<file path="src/hdl/mbb_pkg.sv">
`default_nettype none
package mbb_pkg;

  localparam int MAX_ROW_BYTES = 32;
  localparam int MAX_ROWS      = 128;
  localparam int STORE_SIZE    = MAX_ROW_BYTES * MAX_ROWS;
  localparam int ADDR_W        = $clog2(STORE_SIZE);
  localparam int ROW_W         = $clog2(MAX_ROWS);

  // item opcodes
  localparam logic [1:0] OP_START = 2'd0;
  localparam logic [1:0] OP_DATA  = 2'd1;
  localparam logic [1:0] OP_READ  = 2'd2;
  localparam logic [1:0] OP_WRITE = 2'd3;

  // blit modes
  localparam logic [1:0] MODE_OVERLAY = 2'd0;
  localparam logic [1:0] MODE_ERASE   = 2'd1;
  localparam logic [1:0] MODE_ALPHA   = 2'd2;
  localparam logic [1:0] MODE_ALT_OR  = 2'd3;

  // configuration register indexes
  localparam logic [0:0] REG_ROW_BYTES = 1'd0;
  localparam logic [0:0] REG_ROW_COUNT = 1'd1;

  typedef struct packed {
    logic [1:0]  op;
    logic [7:0]  pos_x;
    logic [7:0]  pos_y;
    logic [7:0]  width_px;
    logic [7:0]  line_count;
    logic [1:0]  blit_mode;
    logic [7:0]  pixel_byte;
    logic [7:0]  alpha_byte;
    logic [11:0] fb_address;
    logic [7:0]  fb_write_value;
  } in_item_t;

  typedef struct packed {
    logic [7:0] read_data;
    logic       blit_active;
  } out_item_t;

  // effective geometry after saturation
  typedef struct packed {
    logic [5:0] rb;
    logic [7:0] rc;
  } geom_t;

  typedef enum logic [2:0] {
    K_START = 3'd0,
    K_SKIP  = 3'd1,
    K_DATA  = 3'd2,
    K_READ  = 3'd3,
    K_WRITE = 3'd4
  } kind_t;

  // classified item as queued between front and back
  typedef struct packed {
    kind_t       kind;
    logic [1:0]  mode;
    logic [2:0]  shift;
    logic [4:0]  colb;
    logic [5:0]  bpr;
    logic [3:0]  tail;
    logic [7:0]  lines;
    logic        act;
    logic [7:0]  pos_y;
    logic [7:0]  pixel;
    logic [7:0]  alpha;
    logic [11:0] addr;
    logic [7:0]  wval;
  } q_item_t;

  typedef struct packed {
    logic    valid;
    q_item_t item;
  } q_head_t;

  typedef struct packed {
    logic pop;
    logic clearing;
  } back_stat_t;

endpackage
`default_nettype wire

</file>
<file path="src/hdl/mbb_front.sv">
`default_nettype none
module mbb_front
  import mbb_pkg::*;
(
  input  wire logic       clk,
  input  wire logic       rst_n,
  input  wire geom_t      geom,
  input  wire logic       in_valid,
  output logic            in_stall,
  input  wire in_item_t   in_data,
  input  wire back_stat_t bstat,
  output q_head_t         head
);

  q_item_t    q_mem_r [2];
  logic       wr_ptr_r, wr_ptr_nxt;
  logic       rd_ptr_r, rd_ptr_nxt;
  logic [1:0] cnt_r, cnt_nxt;
  logic       acc;
  logic       pop;
  q_item_t    cls;
  logic [8:0] wsum;

  assign in_stall = (cnt_r == 2'd2) || bstat.clearing;
  assign acc      = in_valid && !in_stall;
  assign pop      = bstat.pop && (cnt_r != 2'd0);

  // classify and precompute start parameters
  always_comb begin
    wsum          = {1'b0, in_data.width_px} + 9'd7;
    cls           = '0;
    cls.shift     = in_data.pos_x[2:0];
    cls.colb      = in_data.pos_x[7:3];
    cls.bpr       = wsum[8:3];
    cls.tail      = (in_data.width_px[2:0] != 3'd0) ? {1'b0, in_data.width_px[2:0]} : 4'd8;
    cls.lines     = in_data.line_count;
    cls.act       = (wsum[8:3] != 6'd0) && (in_data.line_count != 8'd0);
    cls.mode      = (in_data.blit_mode == MODE_ALT_OR) ? MODE_OVERLAY : in_data.blit_mode;
    cls.pos_y     = in_data.pos_y;
    cls.pixel     = in_data.pixel_byte;
    cls.alpha     = in_data.alpha_byte;
    cls.addr      = in_data.fb_address;
    cls.wval      = in_data.fb_write_value;
    unique case (in_data.op)
      OP_START: cls.kind = ({1'b0, in_data.pos_x[7:3]} >= geom.rb) ? K_SKIP : K_START;
      OP_DATA:  cls.kind = K_DATA;
      OP_READ:  cls.kind = K_READ;
      OP_WRITE: cls.kind = K_WRITE;
      default:  cls.kind = K_SKIP;
    endcase
  end

  always_comb begin
    wr_ptr_nxt = acc ? ~wr_ptr_r : wr_ptr_r;
    rd_ptr_nxt = pop ? ~rd_ptr_r : rd_ptr_r;
    cnt_nxt    = cnt_r + {1'b0, acc} - {1'b0, pop};
  end

  always_ff @(posedge clk) begin
    if (!rst_n) begin
      wr_ptr_r <= 1'b0;
      rd_ptr_r <= 1'b0;
      cnt_r    <= 2'd0;
    end else begin
      wr_ptr_r <= wr_ptr_nxt;
      rd_ptr_r <= rd_ptr_nxt;
      cnt_r    <= cnt_nxt;
    end
  end

  always_ff @(posedge clk) begin
    if (acc) begin
      q_mem_r[wr_ptr_r] <= cls;
    end
  end

  assign head.valid = (cnt_r != 2'd0);
  assign head.item  = q_mem_r[rd_ptr_r];

endmodule
`default_nettype wire

</file>
<file path="config.mk">
export PLATFORM = sky130hd
export DESIGN_NAME = mbb_front
export DESIGN_NICKNAME = d
export VERILOG_FILES = /design/src/hdl/mbb_pkg.sv /design/src/hdl/mbb_front.sv
export SDC_FILE = /design/constraint.sdc
export NUM_CORES = 1
export LEC_CHECK = 0
export BUFFER_PORTS_ARGS = -buffer_cell sky130_fd_sc_hd__buf_2
export CORE_UTILIZATION = 40
export CTS_CLUSTER_SIZE = 8
export DETAILED_ROUTE_END_ITERATION = 10
export PLACE_DENSITY_LB_ADDON = 0.1
export SYNTH_ARGS = -nofsm -noshare
export SYNTH_HDL_FRONTEND = slang
export SYNTH_SLANG_ARGS = --single-unit
export TNS_END_PERCENT = 1
</file>
<file path="constraint.sdc">
create_clock -name clk -period 5.4 [get_ports clk]
set_clock_uncertainty 0.15 [all_clocks]
set_input_delay 0.27 -clock clk [delete_from_list [all_inputs] [get_ports clk]]
set_output_delay 0.27 -clock clk [all_outputs]
set_load 0.02 [all_outputs]
</file>
Yosys cells after proc, flatten, opt, wreduce, memory -nomap -nowiden --
Memory sizes are Yosys's and may differ from the RTL's. A register that Yosys moved wholly into a read port is not among the register bits. Cells that the tools add are included.
Operators by class: add/sub/neg operators 3, magnitude comparators 1, equality and inequality tests 5, mux-type cells 8, bitwise gates (word level) 2, reduce and logical (&&, ||, !) cells 10
Operators by type and width (number):
- case mux 3 bit (4 select lines) | 1
- adder 8 x 3 -> 9 bit (second input constant) | 1
- equality test 2 bit (second input constant) | 4
- nonzero test 8 bit | 1
- greater-or-equal comparator 5 x 6 -> 1 bit | 1
- nonzero test 6 bit | 1
- 2-to-1 mux 1 bit | 5
- 2-to-1 mux 4 bit | 1
- logical AND 1 bit | 3
- nonzero test 3 bit | 1
- adder 2 x 1 -> 2 bit | 1
- equality test 2 x 1 -> 1 bit (second input constant) | 1
- logical NOT 2 bit | 1
- 2-to-1 mux 2 bit | 1
- NOT 1 bit | 2
- nonzero test 2 bit | 1
- subtractor 2 x 1 -> 2 bit | 1
- logical NOT 1 bit | 1
- logical OR 1 bit | 1
Word-level totals: register bits 4, RAM bits 152, input bits 91, output and inout port bits 78, word-level logic and storage cells 33, memories 1
Memory list:
- q_mem_r | depth 2, width 76, read ports 1, clocked after memory_dff 1, wr ports 1, line mbb_front.sv:15 | q_item_t q_mem_r [2];

Depth between registers and ports, before layout --
depth in word-level cells 6, mapped depth 8, depth with buffers taken out 8

Worst setup path after synthesis --
No wires, ideal clock.
path kind register to register, start point reg cnt_r[0], end point mem q_mem_r[0][0] (netlist name), enable pin, data arrival time 3.911 ns, setup slack 0.827 ns, cell stages (with the launch flop) 4, path buffers 0, cell sequence dfxtp_1 inv_1 a211o_1 nor2_1
On the way: word-level cells in the longest chain between the ends 6
RTL lines:
- from (decl) | line mbb_front.sv:18 | logic [1:0] cnt_r, cnt_nxt;
- from (signal assigned) | line mbb_front.sv:67 | cnt_r <= cnt_nxt;
- equality test 2 bit | line mbb_front.sv:24 | assign in_stall = (cnt_r == 2'd2) || bstat.clearing;
- logical OR 1 bit | line mbb_front.sv:24
- logical NOT 1 bit | line mbb_front.sv:25 | assign acc = in_valid && !in_stall;
- logical AND 1 bit | line mbb_front.sv:25
- 2-to-1 mux 1 bit | line mbb_front.sv:72 | if (acc) begin
- 2-to-1 mux 1 bit (implied by the code) | line mbb_front.sv:73 | q_mem_r[wr_ptr_r] <= cls;
- to (decl) | line mbb_front.sv:15
No other way between the ends.

Worst setup path after layout --
start point reg cnt_r[0], end point mem q_mem_r[1][32] (netlist name), enable pin
The elaborated chain is that of the path after synthesis.

==> results.tsv <==
metric	value	unit
Nets	646	
Placed Cells	644	
row count	44	
GP Congestion	0.670	
max-slew violation count	0	
Ant. Diodes	0	
Synth Flop Type	edfxtp_1	
DIE AREA	15600	um2
Async SR Flop Fraction	0	%
max incr delay on CP	720	ps
fin cells	742	
DR WL met3	885	um
final setup TNS	0	ps
net count after synthesis	409	
Sequential Area	4670	um2
status	finished with violations	
Vias per Instance	4.67	
failing checks	design-rule violations	
post-synthesis register bit count	157	
crit-path max FO	47	
PwrDens	417	nW/um2
met2 wire len	5480	um
worst-margin pin slew	1100	ps
Post-Syn Area per Cell	19.6	um2
vias post-DR	3465	
startpoint types	flop	
FILL cells	1214	
IO Port Bufs	160	
wl on met1	4910	um
CTS tree	built	
Syn. warnings	0	
total length of routed wires	11400	um
postcts setup bufs	0	
Req. time, crit path	5290	ps
slowest library cell on the worst path	nor2_4	
FMAX	361	MHz
Arrival @ worst endpoint	2660	ps
DRC marker count from the first detailed-route iteration	256	
GRT Total Usage	15.3	%
Core ar.	14600	um2
H-tree Lvls	4	
area grow syn2layout	37.4	%
clk slew on worst S/H paths	60	ps
Slew headroom	26.5	%
io pins	169	
Routed WL per cell	15.4	um
share of cells above drive strength 1	48.7	%
CTS Buffer Depth	2	
Pre-Repair DR Iteration Count	7	
initial antenna violation count	0	
initial core utilization	41.2	%
Final Setup Violations	0	
RSZ-0062 raised after global routing	false	
Worst-Skew Late Latency	410	ps
element type at the critical path end	flop	
drt drc	26	
critical path type	flop to flop	
Num CTS Buffers	17	
worst hold slack	63.4	ps
Die X	125	um
DP HPWL	6760	um
first-pass GRT wire length	17800	um
TritonCTS Sinks	157	
DIE HEIGHT	125	um
total grt overflow	0	
Hold Violations, Final	0	
VDD IR max	0.279	mV
Leak	3.15	nW
fin crit period	2770	ps
Worst Hold Class	input port to flop	
Max Used Layer	met4	
Synth Instances	308	
crit-path cells	inv_1 > a211o_1 > nor2_4 > buf_4	
MaxCap Viol Count	0	
Clock Tree Root	clkbuf_16	
largest net degree at the start of global routing	77	
Synth Cell Area	6030	um2
count of cell types in the netlist	30	
number of global-route vias before repair	3616	
Seq/Total Area, Yosys	77.3	%
Post-synth EDFFs	152	
post-route ant nets	0	
multi-input logic area	1280	um2
post-route clock period utilization	51.3	%
==> critical path, delay by kind of cell, from the launching register on <==
family	cells	cell delay, ps
and+or+nand+nor	1	720
DFF	1	350
buffers and inverters	2	750
AOI/OAI and AO/OA	1	390
==> layer usage <==
layer,vias up,global-route usage (%)
met5,-,0
met4,0,6.61
met3,14,6.62
met2,116,24.8
met1,1675,17.8
li1,1660,-
==> path summary, 6_finish.rpt <==
check         startpoint             end  slack [ps]  depth (start not counted)
max             cnt_r[0]  q_mem_r[1][32]        2630                          4
min          in_data[70]  q_mem_r[1][75]          60                          2
max reg2reg     cnt_r[0]  q_mem_r[1][32]        2630                          4
min reg2reg     rd_ptr_r        rd_ptr_r         410                          2
==> synthesized netlist by cell type (2+ instances only) <==
master | instances | share of area [%]
edfxtp_1 | 152 | 76
mux2_2 | 76 | 14
inv_1 | 12 | 0.75
ha_1 | 10 | 2.1
buf_2 | 8 | 0.66
dfxtp_1 | 5 | 1.7
nor2_1 | 5 | 0.31
xnor2_1 | 5 | 0.73
a21oi_1 | 4 | 0.33
and2_1 | 4 | 0.41
nor2b_1 | 4 | 0.41
a21o_1 | 2 | 0.25
clkbuf_1 | 2 | 0.12
nor4_1 | 2 | 0.21
xor2_1 | 2 | 0.29
==> kinds of logic (layout without fill, tap and decap cells) <==
family                   Yosys count  after routing  share of synthesized area (%)
AND/OR/NAND/NOR                   26             26                           2.70
flip-flops                       157            157                           77.3
XOR/XNOR                           7              7                           1.02
multiplexers                      76             76                           14.2
adder cells (fa/ha/maj)           10             10                           2.07
buffers and inverters             23            273                           1.70
AO/OA/AOI/OAI                      9              9                          0.996
==> metrics by stage <==
step	setup slack (ps)	util [%]	total power, mW	cell area, um2
final	2630	56.6	3.46	8290
after global routing	2440	56.6	3.61	8290
after detailed placement	2540	48.1	2.29	7050
after floorplan	827	-	2.04	6030
after CTS	2530	56.6	3.50	8290
after global placement	2580	48.1	2.28	7050
==> power by group <==
| group | leakage [nW] | total [mW] | switching, mW | internal (mW) |
|---|---|---|---|---|
| registers | 1.43 | 1.54 | 0.0988 | 1.44 |
| logic | 1.44 | 0.746 | 0.394 | 0.352 |
| clock network | 0.278 | 1.17 | 0.436 | 0.737 |
==> layout make-up <==
| type | count | area share [%] |
|---|---|---|
| Multi-Input combinational cell | 128 | 15.4 |
| Clock buffer | 24 | 5.57 |
| Inverter | 12 | 0.543 |
| Tap cell | 184 | 2.78 |
| Clock inverter | 8 | 1.45 |
| Timing Repair Buffer | 229 | 17.9 |
| Sequential cell | 157 | 56.3 |
==> registers in the layout, summed over array words and instances (netlist names), named ones only <==
| register | flops |
|---|---|
| rd_ptr_r | 1 |
| q_mem_r | 152 |
| cnt_r | 2 |
| wr_ptr_r | 1 |
==> what timing repair did <==
action / in CTS / in global routing
gates resized for setup: 0 / 0
hold endpoints to repair: 135 / 0
hold buffers: 66 / 0
==> cells in the final DEF (no fill, tap or decap) <==
master         netlist  routed
and2_4               1       1
nor4_1               2       2
a21oi_1              4       4
clkinvlp_4           0       2
dfxtp_4              0       1
edfxtp_1           152     152
nand2_1              1       1
and3_4               1       1
nor2_1               5       3
xor2_1               2       2
nand4_1              1       1
nor2b_1              4       4
a211o_1              1       1
inv_1               12      12
xnor2_1              5       5
nor2_4               0       2
buf_2                8     160
dfxtp_1              5       4
dlygate4sd3_1        1      66
clkbuf_16            0      17
clkinv_2             0       3
o21a_1               1       1
clkbuf_1             2       6
and3_1               1       1
nand2b_1             1       1
ha_1                10      10
buf_4                0       3
or2_2                1       1
nand4b_1             1       1
nor3_1               1       1
or4_1                1       1
clkbuf_8             0       1
mux2_2              76      76
o22a_1               1       1
or3_4                1       1
bufinv_16            0       3
a21o_1               2       2
and2_1               4       4
No activity file was read; power rests on OpenSTA's default activity.
